`config.mk`:
```
export PLATFORM = sky130hd
export DESIGN_NAME = tlv_element_finder_unit
export DESIGN_NICKNAME = d
export VERILOG_FILES = /design/src/rtl/tlvef_pkg.sv /design/src/rtl/tlv_element_finder_unit.sv
export SDC_FILE = /design/constraint.sdc
export NUM_CORES = 1
export LEC_CHECK = 0
export BUFFER_PORTS_ARGS = -buffer_cell sky130_fd_sc_hd__clkbuf_2
export CORE_ASPECT_RATIO = 1.5
export CORE_MARGIN = 10
export CORE_UTILIZATION = 60
export CTS_CLUSTER_SIZE = 40
export DETAILED_ROUTE_END_ITERATION = 16
export PLACE_DENSITY_LB_ADDON = 0.3
export SLEW_MARGIN = 30
export SYNTH_ARGS = -nofsm -noshare
export SYNTH_HDL_FRONTEND = slang
export SYNTH_SLANG_ARGS = --single-unit
```
`constraint.sdc`:
```
create_clock -name clk -period 11.3 [get_ports clk]
set_input_delay 2.26 -clock clk [delete_from_list [all_inputs] [get_ports clk]]
set_output_delay 2.26 -clock clk [all_outputs]
set_load 0.03 [all_outputs]
```
`src/rtl/tlvef_pkg.sv`:
```
// Package for the TLV element finder: request/result payload types,
// parser phase encoding and status codes. No dependencies.
package tlvef_pkg;

    localparam int unsigned HeaderBytes = 4;
    localparam int unsigned PosWidth    = 17;

    typedef enum logic [3:0] {
        PH_HEADER   = 4'b0001,
        PH_VALUE    = 4'b0010,
        PH_DONE     = 4'b0100,
        PH_OVERLONG = 4'b1000
    } phase_t;

    typedef enum logic [1:0] {
        ST_FOUND     = 2'd0,
        ST_ABSENT    = 2'd1,
        ST_MALFORMED = 2'd2
    } status_t;

    typedef struct packed {
        logic [7:0] data_byte;
        logic       last_byte;
    } tlvef_req_t;

    typedef struct packed {
        logic [1:0]  status;
        logic [15:0] found_length;
        logic [15:0] value_offset;
    } tlvef_res_t;

endpackage

```
`src/rtl/tlv_element_finder_unit.sv`:
```
// TLV element finder top level: byte-wide parser with input and result registers.
// Depends on tlvef_pkg for payload types, phase and status codes.
//
// Usage:
//   Bytes of a TLV block enter on the request channel (in_valid/in_stall/in_req),
//   one byte per request, with last_byte set on the final byte of the block.
//   Each element is a 16-bit big-endian tag, a 16-bit big-endian length and
//   that many value bytes. cfg_we/cfg_data load the tag to search for; write
//   it only while no request is in flight.
//   The result channel (out_valid/out_stall/out_res) carries at most one result
//   per block: found (with length and value offset) on the byte that completes
//   the matching element, else absent or malformed on the last byte.
//   Throughput is one byte per cycle while the receiver does not stall, set by the
//   combinational update of the parse state (position, header and length counters).
//   An accepted request passes through the input register, then the result register.
//   When the receiver stalls, the pending result holds in the result register
//   and the input register holds one byte; in_stall rises once both are full.
//   Reset clears the parse state, the valid flags and the wanted tag (zero).
module tlv_element_finder_unit
    import tlvef_pkg::*;
(
    input  logic        clk,
    input  logic        rst_n,
    input  logic        cfg_we,
    input  logic [15:0] cfg_data,
    input  logic        in_valid,
    output logic        in_stall,
    input  tlvef_req_t  in_req,
    output logic        out_valid,
    input  logic        out_stall,
    output tlvef_res_t  out_res
);

    logic [15:0]         wanted_tag_reg;
    logic                in_valid_reg;
    tlvef_req_t          in_data_reg;
    logic                out_valid_reg;
    tlvef_res_t          out_res_reg;

    phase_t              phase_reg, phase_next;
    logic [1:0]          header_count_reg, header_count_next;
    logic [15:0]         current_tag_reg, current_tag_next;
    logic [15:0]         current_length_reg, current_length_next;
    logic [15:0]         bytes_remaining_reg, bytes_remaining_next;
    logic [PosWidth-1:0] byte_position_reg, byte_position_next;
    logic                match_pending_reg, match_pending_next;

    logic                advance;
    logic                emit;
    tlvef_res_t          res;
    logic                found;
    logic [15:0]         f_len;
    logic [15:0]         f_off;
    logic [15:0]         pos_plus1;
    logic [15:0]         rem_dec;
    logic                at_limit;
    logic [7:0]          b;

    assign advance   = in_valid_reg && (!out_valid_reg || !out_stall);
    assign in_stall  = in_valid_reg && !advance;
    assign out_valid = out_valid_reg;
    assign out_res   = out_res_reg;

    assign b         = in_data_reg.data_byte;
    assign pos_plus1 = byte_position_reg[15:0] + 16'd1;
    assign rem_dec   = bytes_remaining_reg - 16'd1;
    // byte index 65535 or beyond
    assign at_limit  = byte_position_reg[16] || (&byte_position_reg[15:0]);

    always_comb
    begin
        phase_next           = phase_reg;
        header_count_next    = header_count_reg;
        current_tag_next     = current_tag_reg;
        current_length_next  = current_length_reg;
        bytes_remaining_next = bytes_remaining_reg;
        match_pending_next   = match_pending_reg;
        byte_position_next   = byte_position_reg[16] ? byte_position_reg
                                                     : byte_position_reg + 1'b1;
        found = 1'b0;
        f_len = 16'd0;
        f_off = 16'd0;
        emit  = 1'b0;
        res   = '0;

        if (phase_reg != PH_DONE && at_limit)
        begin
            phase_next = PH_OVERLONG;
        end

        if (phase_next == PH_HEADER)
        begin
            case (header_count_reg)
                2'd0:    current_tag_next    = {b, 8'd0};
                2'd1:    current_tag_next    = {current_tag_reg[15:8], b};
                2'd2:    current_length_next = {b, 8'd0};
                default: current_length_next = {current_length_reg[15:8], b};
            endcase
            if (header_count_reg != 2'(HeaderBytes - 1))
            begin
                header_count_next = header_count_reg + 2'd1;
            end
            else
            begin
                header_count_next = 2'd0;
                if (current_length_next == 16'd0)
                begin
                    if (current_tag_next == wanted_tag_reg)
                    begin
                        found = 1'b1;
                        f_off = pos_plus1;
                    end
                end
                else
                begin
                    phase_next           = PH_VALUE;
                    bytes_remaining_next = current_length_next;
                    match_pending_next   = (current_tag_next == wanted_tag_reg);
                end
            end
        end
        else if (phase_next == PH_VALUE)
        begin
            bytes_remaining_next = rem_dec;
            if (rem_dec == 16'd0)
            begin
                if (match_pending_reg)
                begin
                    found = 1'b1;
                    f_len = current_length_reg;
                    f_off = pos_plus1 - current_length_reg;
                end
                match_pending_next = 1'b0;
                phase_next         = PH_HEADER;
            end
        end

        if (found)
        begin
            emit             = 1'b1;
            res.status       = ST_FOUND;
            res.found_length = f_len;
            res.value_offset = f_off;
            phase_next       = PH_DONE;
        end
        else if (in_data_reg.last_byte && phase_next != PH_DONE)
        begin
            emit = 1'b1;
            if (phase_next == PH_HEADER && header_count_next == 2'd0)
            begin
                res.status = ST_ABSENT;
            end
            else
            begin
                res.status = ST_MALFORMED;
            end
        end

        // end of block: start the next one from scratch
        if (in_data_reg.last_byte)
        begin
            phase_next           = PH_HEADER;
            header_count_next    = 2'd0;
            current_tag_next     = 16'd0;
            current_length_next  = 16'd0;
            bytes_remaining_next = 16'd0;
            byte_position_next   = '0;
            match_pending_next   = 1'b0;
        end
    end

    always_ff @(posedge clk or negedge rst_n)
    begin
        if (!rst_n)
        begin
            wanted_tag_reg      <= 16'd0;
            in_valid_reg        <= 1'b0;
            out_valid_reg       <= 1'b0;
            phase_reg           <= PH_HEADER;
            header_count_reg    <= 2'd0;
            current_tag_reg     <= 16'd0;
            current_length_reg  <= 16'd0;
            bytes_remaining_reg <= 16'd0;
            byte_position_reg   <= '0;
            match_pending_reg   <= 1'b0;
        end
        else
        begin
            if (cfg_we)
            begin
                wanted_tag_reg <= cfg_data;
            end
            if (!in_stall)
            begin
                in_valid_reg <= in_valid;
            end
            if (advance)
            begin
                out_valid_reg       <= emit;
                phase_reg           <= phase_next;
                header_count_reg    <= header_count_next;
                current_tag_reg     <= current_tag_next;
                current_length_reg  <= current_length_next;
                bytes_remaining_reg <= bytes_remaining_next;
                byte_position_reg   <= byte_position_next;
                match_pending_reg   <= match_pending_next;
            end
            else if (!out_stall)
            begin
                // result taken, nothing new behind it
                out_valid_reg <= 1'b0;
            end
        end
    end

    always_ff @(posedge clk)
    begin
        if (!in_stall && in_valid)
        begin
            in_data_reg <= in_req;
        end
        if (advance && emit)
        begin
            out_res_reg <= res;
        end
    end

endmodule
```
==> report_table.html, run 1 <==
<table>
<tr><th>Metric</th><th>Value</th></tr>
<tr><th colspan="2">Run status</th></tr>
<tr><td>Status</td><td>finished clean</td></tr>
<tr><th colspan="2">Yosys</th></tr>
<tr><td>Number of enable flip-flop cells after synthesis</td><td>43</td></tr>
<tr><td>Post-synth net total</td><td>between 800 and 900</td></tr>
<tr><td>#FFs+latches synth</td><td>133</td></tr>
<tr><td>Sequential element share of the synthesized area</td><td>46.8%</td></tr>
<tr><td>Post-synth design cell area</td><td>around 7600 µm²</td></tr>
<tr><td>Post-synthesis cell count</td><td>roughly 760</td></tr>
<tr><td>Syn Area/Cell</td><td>about 9.9 µm²</td></tr>
<tr><td>Most used DFF post-synth</td><td>dfrtp_1</td></tr>
<tr><td>Library cells used by synthesis</td><td>between 70 and 80</td></tr>
<tr><td>Async set or reset register ratio after synthesis</td><td>~68%</td></tr>
<tr><td>Synth warn</td><td>0</td></tr>
<tr><th colspan="2">Detailed routing</th></tr>
<tr><td>Wirelength, routed</td><td>between 20 and 25 mm</td></tr>
<tr><td>Number of nets still failing antenna checks after routing</td><td>0</td></tr>
<tr><td>Remaining design rule violation count</td><td>0</td></tr>
<tr><td>Via total after detailed routing</td><td>between 6000 and 7000</td></tr>
<tr><td>Routed via count divided by cell count</td><td>6.63</td></tr>
<tr><td>Initial DRC count</td><td>between 500 and 600</td></tr>
<tr><td>Wire length per cell after detailed routing</td><td>20.9 µm</td></tr>
<tr><td>Router iterations before antenna repair</td><td>5</td></tr>
<tr><th colspan="2">Global route</th></tr>
<tr><td>Wire length of the first global-routing pass</td><td>between 30 and 40 mm</td></tr>
<tr><td>Maximum number of pins on one net before global-route repair</td><td>90</td></tr>
<tr><td>Via count of the first global-routing pass</td><td>~6700</td></tr>
<tr><td>Overall track demand over capacity in global routing</td><td>between 20% and 30%</td></tr>
<tr><td>Antenna violations before repair</td><td>0</td></tr>
<tr><td>Gr ovfl total</td><td>0</td></tr>
<tr><th colspan="2">Critical path</th></tr>
<tr><td>CP Capture Type</td><td>output port</td></tr>
<tr><td>Maximum fanout count along the critical path</td><td>3</td></tr>
<tr><td>Critical R2R Capture</td><td>out_res[28]</td></tr>
<tr><td>Setup slack of the worst register-to-register path</td><td>between 6 and 7 ns</td></tr>
<tr><td>Beginning of the worst register-to-register path</td><td>header_count_reg[0]</td></tr>
<tr><td>Startpoint type of the worst setup path</td><td>input port</td></tr>
<tr><td>Crit path required time</td><td>9.04 ns</td></tr>
<tr><td>Source of the critical timing path</td><td>out_stall</td></tr>
<tr><td>Category of the critical setup timing path</td><td>input port to output port</td></tr>
<tr><td>Capture point of the worst path</td><td>in_stall</td></tr>
<tr><td>Data arrival time at the worst-slack endpoint</td><td>roughly 2.7 ns</td></tr>
<tr><td>Worst reg2reg path depth</td><td>11</td></tr>
<tr><th colspan="2">STA</th></tr>
<tr><td>Setup total negative slack</td><td>0 ns</td></tr>
<tr><td>Final setup viols</td><td>0</td></tr>
<tr><td>Number of hold-slack violations in the final timing report</td><td>0</td></tr>
<tr><td>Time the worst path needs with I/O delays and setup</td><td>a little under 5 ns</td></tr>
<tr><td>Peak clock frequency supported by timing</td><td>roughly 0.20 GHz</td></tr>
<tr><td>Final Skew</td><td>a little under 0.009 ns</td></tr>
<tr><td>Tightest slew margin relative to the limit</td><td>about two fifths</td></tr>
<tr><td>Measured slew at the worst slew-check pin</td><td>around 0.9 ns</td></tr>
<tr><td>Period Utilization, post-route</td><td>between 40% and 50%</td></tr>
<tr><td>Unrepaired setup endpoints after global routing</td><td>false</td></tr>
<tr><td>Number of pins exceeding their max-slew limit in the final report</td><td>0</td></tr>
<tr><th colspan="2">Clock network</th></tr>
<tr><td>Clock insertion delay at the later pin of the skew report</td><td>0.43 ns</td></tr>
<tr><td>Clock root buffer</td><td>clkbuf_16</td></tr>
<tr><td>Hold-fix buffers, CTS</td><td>0</td></tr>
<tr><td>Number of buffers added for setup after CTS</td><td>0</td></tr>
<tr><td>Clock H-tree levels</td><td>4</td></tr>
<tr><td>TritonCTS clock tree</td><td>built</td></tr>
<tr><td>Longest Clk Path Bufs</td><td>2</td></tr>
<tr><td>Number of gates resized after cts</td><td>0</td></tr>
<tr><td>Number of sinks driven by the clock tree</td><td>133</td></tr>
<tr><td>CTS buffer count</td><td>17</td></tr>
<tr><td>Clock transition at the register clock pins on the worst setup and hold paths after CTS</td><td>~0.05 ns</td></tr>
<tr><th colspan="2">Layout</th></tr>
<tr><td>Max reg flops</td><td>34</td></tr>
<tr><td>Top library cells by usage in the layout, fill and taps aside</td><td>dfrtp_1 (89), clkbuf_2 (64), o21ai_0 (62)</td></tr>
<tr><td>Utilization of the core after routing</td><td>69.3%</td></tr>
<tr><td>Flip-flop and latch area</td><td>roughly 3500 µm²</td></tr>
<tr><td>Area growth from synthesis to layout</td><td>14.0%</td></tr>
<tr><td>NumNets Final</td><td>between 800 and 900</td></tr>
<tr><td>Most frequent standard cell in the layout excluding fill and tap cells</td><td>dfrtp_1</td></tr>
<tr><td>Antenna diode count</td><td>0</td></tr>
<tr><td>Area occupied by multi-input gates</td><td>roughly 3700 µm²</td></tr>
<tr><td>Fillers</td><td>950</td></tr>
<tr><td>Ratio of cells with drive above 1 in the final layout</td><td>around 16%</td></tr>
<tr><th colspan="2">Placed design</th></tr>
<tr><td>Count of buffers from port buffering</td><td>65</td></tr>
<tr><td>HPWL reported at the end of detailed placement</td><td>about 15 mm</td></tr>
<tr><td>GPL Wtd Cong</td><td>around 0.95</td></tr>
<tr><th colspan="2">Run</th></tr>
<tr><td>MaxCap Viol Count</td><td>0</td></tr>
<tr><th colspan="2">Die</th></tr>
<tr><td>Die boundary height</td><td>roughly 160 µm</td></tr>
<tr><td>Number of top-level pins</td><td>66</td></tr>
<tr><td>Core Area</td><td>12400 µm²</td></tr>
<tr><td>Die Span X</td><td>112 µm</td></tr>
<tr><td>Num rows</td><td>50</td></tr>
<tr><td>Floorplan die area</td><td>roughly 18000 µm²</td></tr>
<tr><td>Starting density of the core</td><td>about 61%</td></tr>
<tr><th colspan="2">Pwr</th></tr>
<tr><td>Power density cells</td><td>between 200 and 250 nW/µm²</td></tr>
<tr><td>Static power due to leakage</td><td>0.00369 µW</td></tr>
<tr><td>IR Drop Worst-Case VDD</td><td>about 0.00012 V</td></tr>
<tr><th colspan="2">Min path</th></tr>
<tr><td>Worst min path class</td><td>flop to flop</td></tr>
</table>
==> power by group <==
group	internal, µW	switching [µW]	leakage [µW]	total [µW]
clock	375	216	0.000293	591
combinational	289	444	0.00179	734
sequential	564	83.0	0.00161	647
total	1230	743	0.00369	1970
==> cell families (layout without fill, tap and decap cells) <==
family	Yosys count	in the layout	share of synthesized area [%]
AOI/OAI and AO/OA	228	228	20.7
muxes	13	13	1.92
DFF	133	133	46.8
and+or+nand+nor	245	245	17.7
xor gates and xnor gates	42	42	4.86
buffers and inverters	77	138	4.08
adders and majority gates	23	23	3.90
==> how the worst min path moves through the flow <==
stage / from / end / slack [ns] / cells after the start
floorplan: current_tag_reg[10] / current_tag_reg[10] / 0.47 / 1
global placement: byte_position_reg[1] / byte_position_reg[1] / 0.49 / 2
detailed placement: current_tag_reg[12] / current_tag_reg[12] / 0.49 / 1
CTS: current_tag_reg[9] / current_tag_reg[9] / 0.52 / 1
global route: current_tag_reg[12] / current_tag_reg[12] / 0.54 / 1
finish: current_tag_reg[11] / current_tag_reg[11] / 0.52 / 1
==> metal layers <==
metal	track usage, %	wire, µm	vias to the layer above
met1	22.7	7130	3146
met5	0	0	-
met3	5.41	1280	97
met2	41.0	10800	326
li1	-	-	2920
met4	16.8	1250	0
==> stage by stage <==
| step | instances | cell area [µm²] | total power, µW | setup WS [ns] | hold slack (ns) |
|---|---|---|---|---|---|
| global placement | 945 | 7970 | 1330 | 6.33 | 0.491 |
| detailed placement | 945 | 7980 | 1360 | 6.32 | 0.492 |
| global route | 978 | 8620 | 2070 | 6.26 | 0.539 |
| finish | 978 | 8620 | 1970 | 6.33 | 0.523 |
| floorplan | 761 | 7570 | 1190 | 6.47 | 0.467 |
| CTS | 977 | 8600 | 1960 | 6.32 | 0.521 |
==> critical path, stage by stage <==
cell and delay, ns:
clkbuf_2 0.09, nand3_1 0.10, inv_1 0.07, clkbuf_2 0.19
==> final cells by class <==
type / instances / share of cell area, %
Sequential cell: 133 / 41.1
Timing Repair Buffer: 71 / 4.57
Inverter: 35 / 1.52
Multi-Input combinational cell: 551 / 43.3
Clock buffer: 20 / 5.18
Tap cell: 156 / 2.26
Clock inverter: 12 / 2.06
==> cell usage after synthesis, types with 7 or more instances <==
cell      instances  area share [%]
and2_1           22             1.8
or3_1             7            0.58
clkbuf_1         30             1.5
dfrtp_1          89              29
o31ai_1           7            0.69
a21oi_1          35             2.3
nand3_1          16             1.1
inv_1            35             1.7
o21ai_0          62             4.1
a22o_1           46             5.3
mux2_2           12             1.8
nor2_1           50             2.5
xnor2_1          25             2.9
nand2b_1         14             1.2
nor3_1           21             1.4
nor2b_1           9            0.74
a21o_1            8            0.79
edfxtp_1         43              17
nor4_1           12            0.99
ha_1             22             3.6
xor2_1           17             2.0
a22oi_1          18             1.8
and3_1           14             1.2
nand2_1          49             2.4
a31oi_1           9            0.74
Note: power is estimated with default switching activity, not from simulation.
==> run 2, diff against run 1 <==
Clock period 11.3 ns to 5.05 ns, I/O delays scaled along.
==> report_table.html, run 2 (synthesis gave the netlist of run 1 again) <==
<table>
<tr><th>Metric</th><th>Value</th></tr>
<tr><th colspan="2">Run status</th></tr>
<tr><td>Status</td><td>finished clean</td></tr>
<tr><th colspan="2">Layout</th></tr>
<tr><td>Utilization of the core after routing</td><td>69.0%</td></tr>
<tr><td>Most frequent standard cell in the layout excluding fill and tap cells</td><td>dfrtp_1</td></tr>
<tr><td>Max reg flops</td><td>34</td></tr>
<tr><td>Antenna diode count</td><td>0</td></tr>
<tr><td>Top library cells by usage in the layout, fill and taps aside</td><td>dfrtp_1 (89), clkbuf_2 (64), o21ai_0 (62)</td></tr>
<tr><td>Ratio of cells with drive above 1 in the final layout</td><td>16.5%</td></tr>
<tr><td>NumNets Final</td><td>just under 900</td></tr>
<tr><td>Area growth from synthesis to layout</td><td>13.4%</td></tr>
<tr><th colspan="2">Die</th></tr>
<tr><td>Number of top-level pins</td><td>between 60 and 70</td></tr>
<tr><td>Die Span X</td><td>112 µm</td></tr>
<tr><td>Die boundary height</td><td>around 160 µm</td></tr>
<tr><td>Core Area</td><td>between 10000 and 15000 µm²</td></tr>
<tr><td>Num rows</td><td>50</td></tr>
<tr><td>Floorplan die area</td><td>17600 µm²</td></tr>
<tr><td>Starting density of the core</td><td>60.8%</td></tr>
<tr><th colspan="2">Clock network</th></tr>
<tr><td>Clock insertion delay at the later pin of the skew report</td><td>0.43 ns</td></tr>
<tr><td>Clock transition at the register clock pins on the worst setup and hold paths after CTS</td><td>around 0.06 ns</td></tr>
<tr><td>TritonCTS clock tree</td><td>built</td></tr>
<tr><td>Clock H-tree levels</td><td>4</td></tr>
<tr><td>Number of gates resized after cts</td><td>0</td></tr>
<tr><td>Longest Clk Path Bufs</td><td>2</td></tr>
<tr><td>Hold-fix buffers, CTS</td><td>0</td></tr>
<tr><td>Clock root buffer</td><td>clkbuf_16</td></tr>
<tr><td>Number of sinks driven by the clock tree</td><td>around 130</td></tr>
<tr><td>CTS buffer count</td><td>17</td></tr>
<tr><td>Number of buffers added for setup after CTS</td><td>0</td></tr>
<tr><th colspan="2">Global route</th></tr>
<tr><td>Overall track demand over capacity in global routing</td><td>a little under a quarter</td></tr>
<tr><td>Via count of the first global-routing pass</td><td>6641</td></tr>
<tr><td>Antenna violations before repair</td><td>0</td></tr>
<tr><td>Wire length of the first global-routing pass</td><td>33.4 mm</td></tr>
<tr><td>Gr ovfl total</td><td>0</td></tr>
<tr><td>Maximum number of pins on one net before global-route repair</td><td>slightly below 60</td></tr>
<tr><th colspan="2">Critical path</th></tr>
<tr><td>Worst reg2reg path depth</td><td>13</td></tr>
<tr><td>Beginning of the worst register-to-register path</td><td>byte_position_reg[0]</td></tr>
<tr><td>Maximum fanout count along the critical path</td><td>6</td></tr>
<tr><td>Cell breakdown of the critical path</td><td>ha_1, and3_1, nand3_1, xnor2_1, ha_1, a21o_1, nor3_1, nand3_1, a2111oi_0, o311ai_0, xnor2_1, nor2_1, a221o_1</td></tr>
<tr><td>Data arrival time at the worst-slack endpoint</td><td>about 4.3 ns</td></tr>
<tr><td>CP Capture Type</td><td>flop</td></tr>
<tr><td>Crit path required time</td><td>approximately 5.2 ns</td></tr>
<tr><td>Category of the critical setup timing path</td><td>flop to flop</td></tr>
<tr><td>Maximum cell stage delay along the critical path</td><td>approximately 0.65 ns</td></tr>
<tr><td>Startpoint type of the worst setup path</td><td>flop</td></tr>
<tr><td>Critical R2R Capture</td><td>out_res[15]</td></tr>
<tr><td>Setup slack of the worst register-to-register path</td><td>~0.91 ns</td></tr>
<tr><td>Slowest stage cell on the critical path</td><td>a2111oi_0</td></tr>
<tr><th colspan="2">STA</th></tr>
<tr><td>Unrepaired setup endpoints after global routing</td><td>false</td></tr>
<tr><td>Number of hold-slack violations in the final timing report</td><td>0</td></tr>
<tr><td>Setup total negative slack</td><td>0 ns</td></tr>
<tr><td>Number of pins exceeding their max-slew limit in the final report</td><td>0</td></tr>
<tr><td>Peak clock frequency supported by timing</td><td>~0.24 GHz</td></tr>
<tr><td>Period Utilization, post-route</td><td>roughly four fifths</td></tr>
<tr><td>Tightest slew margin relative to the limit</td><td>between 40% and 50%</td></tr>
<tr><td>Final setup viols</td><td>0</td></tr>
<tr><td>Post-route setup slack</td><td>around 0.91 ns</td></tr>
<tr><td>Time the worst path needs with I/O delays and setup</td><td>about 4.1 ns</td></tr>
<tr><td>Measured slew at the worst slew-check pin</td><td>between 0.8 and 0.9 ns</td></tr>
<tr><td>Final Skew</td><td>around 0.011 ns</td></tr>
<tr><th colspan="2">Placed design</th></tr>
<tr><td>HPWL reported at the end of detailed placement</td><td>14.7 mm</td></tr>
<tr><td>Worst slack at placement</td><td>approximately 1.1 ns</td></tr>
<tr><td>GPL Wtd Cong</td><td>between 0.9 and 1</td></tr>
<tr><td>Count of buffers from port buffering</td><td>65</td></tr>
<tr><th colspan="2">Detailed routing</th></tr>
<tr><td>Initial DRC count</td><td>~700</td></tr>
<tr><td>Number of nets still failing antenna checks after routing</td><td>0</td></tr>
<tr><td>Router iterations before antenna repair</td><td>6</td></tr>
<tr><td>Via total after detailed routing</td><td>between 6000 and 7000</td></tr>
<tr><td>Remaining design rule violation count</td><td>0</td></tr>
<tr><td>Wire length per cell after detailed routing</td><td>between 20 and 25 µm</td></tr>
<tr><td>Wirelength, routed</td><td>20.4 mm</td></tr>
<tr><td>Routed via count divided by cell count</td><td>6.56</td></tr>
<tr><th colspan="2">Pwr</th></tr>
<tr><td>Power density cells</td><td>between 500 and 600 nW/µm²</td></tr>
<tr><td>IR Drop Worst-Case VDD</td><td>between 0.0002 and 0.00025 V</td></tr>
<tr><td>Net switching power</td><td>around 1700 µW</td></tr>
<tr><td>Final Total Pwr</td><td>approximately 4300 µW</td></tr>
<tr><td>Static power due to leakage</td><td>0.00370 µW</td></tr>
<tr><td>Combinational share of power</td><td>around two fifths</td></tr>
<tr><td>Fraction of power consumed by the clock network</td><td>around 28%</td></tr>
<tr><td>Internal power consumption</td><td>2640 µW</td></tr>
<tr><td>Share of power burned in registers</td><td>between 30 and 40%</td></tr>
<tr><td>Switching power share of the total</td><td>approximately two fifths</td></tr>
<tr><th colspan="2">Run</th></tr>
<tr><td>MaxCap Viol Count</td><td>0</td></tr>
<tr><th colspan="2">Min path</th></tr>
<tr><td>Worst min path class</td><td>input port to async pin</td></tr>
</table>
## run 2: cell types whose count changed in the layout (fill, tap and decap cells not counted), sizes merged
cell / before / now
buf: 6 / 10
inv: 37 / 39
clkbuf: 85 / 82
clkinv: 2 / 8
bufinv: 4 / 2
clkinvlp: 4 / 0
## run 2: final cells by class
type / count / area (µm²)
clock buffer: 18 / 429
tap: 156 / 195
timing repair buffer: 74 / 395
sequential: 133 / 3540
multi-input combinational: 551 / 3740
clock inverter: 14 / 151
fill: 967 / 3860
inverter: 35 / 131
## run 2: power by group through the flow
stage | sequential [µW] | combinational [µW] | clock [µW]
floorplan | 1420 | 1250 | 0
finish | 1440 | 1660 | 1230
global placement | 1440 | 1550 | 0
CTS | 1430 | 1630 | 1230
global route | 1460 | 1810 | 1290
detailed placement | 1450 | 1610 | 0
## run 2: worst max-delay path, delay by kind of cell (launching register included)
family | cells | cell delay [ns]
flip-flops | 1 | 0.42
AND/OR/NAND/NOR | 5 | 0.91
AO/OA/AOI/OAI | 4 | 1.45
adder cells (fa/ha/maj) | 2 | 0.58
XOR/XNOR | 2 | 0.54
## run 2: worst max-delay path by stage
stage                         start          end  slack, ns  depth (start not counted)
3_3_place_gp    header_count_reg[0]  out_res[28]       1.32                         12
6_report       byte_position_reg[0]  out_res[15]       0.91                         13
4_1_cts        byte_position_reg[0]  out_res[15]       0.95                         13
2_1_floorplan   header_count_reg[0]   out_res[0]       0.53                         10
3_5_place_dp    header_count_reg[0]  out_res[30]       1.08                         12
5_1_grt        byte_position_reg[0]  out_res[15]       0.48                         13
## run 2: per-layer routing
metal / GRT usage (%) / up-vias / routed length, µm
met5: 0 / - / 0
met3: 5.37 / 94 / 1230
li1: - / 2929 / -
met2: 40.8 / 280 / 10600
met4: 16.3 / 0 / 1270
met1: 24.6 / 3132 / 7330
## run 2: per-stage QoR
stage | cell area (µm²) | hold WS (ns) | cells
after floorplan | 7570 | 0.467 | 761
after global routing | 8580 | 0.541 | 981
after detailed placement | 8000 | 0.493 | 949
after CTS | 8580 | 0.527 | 981
final | 8580 | 0.531 | 981
after global placement | 8000 | 0.487 | 949
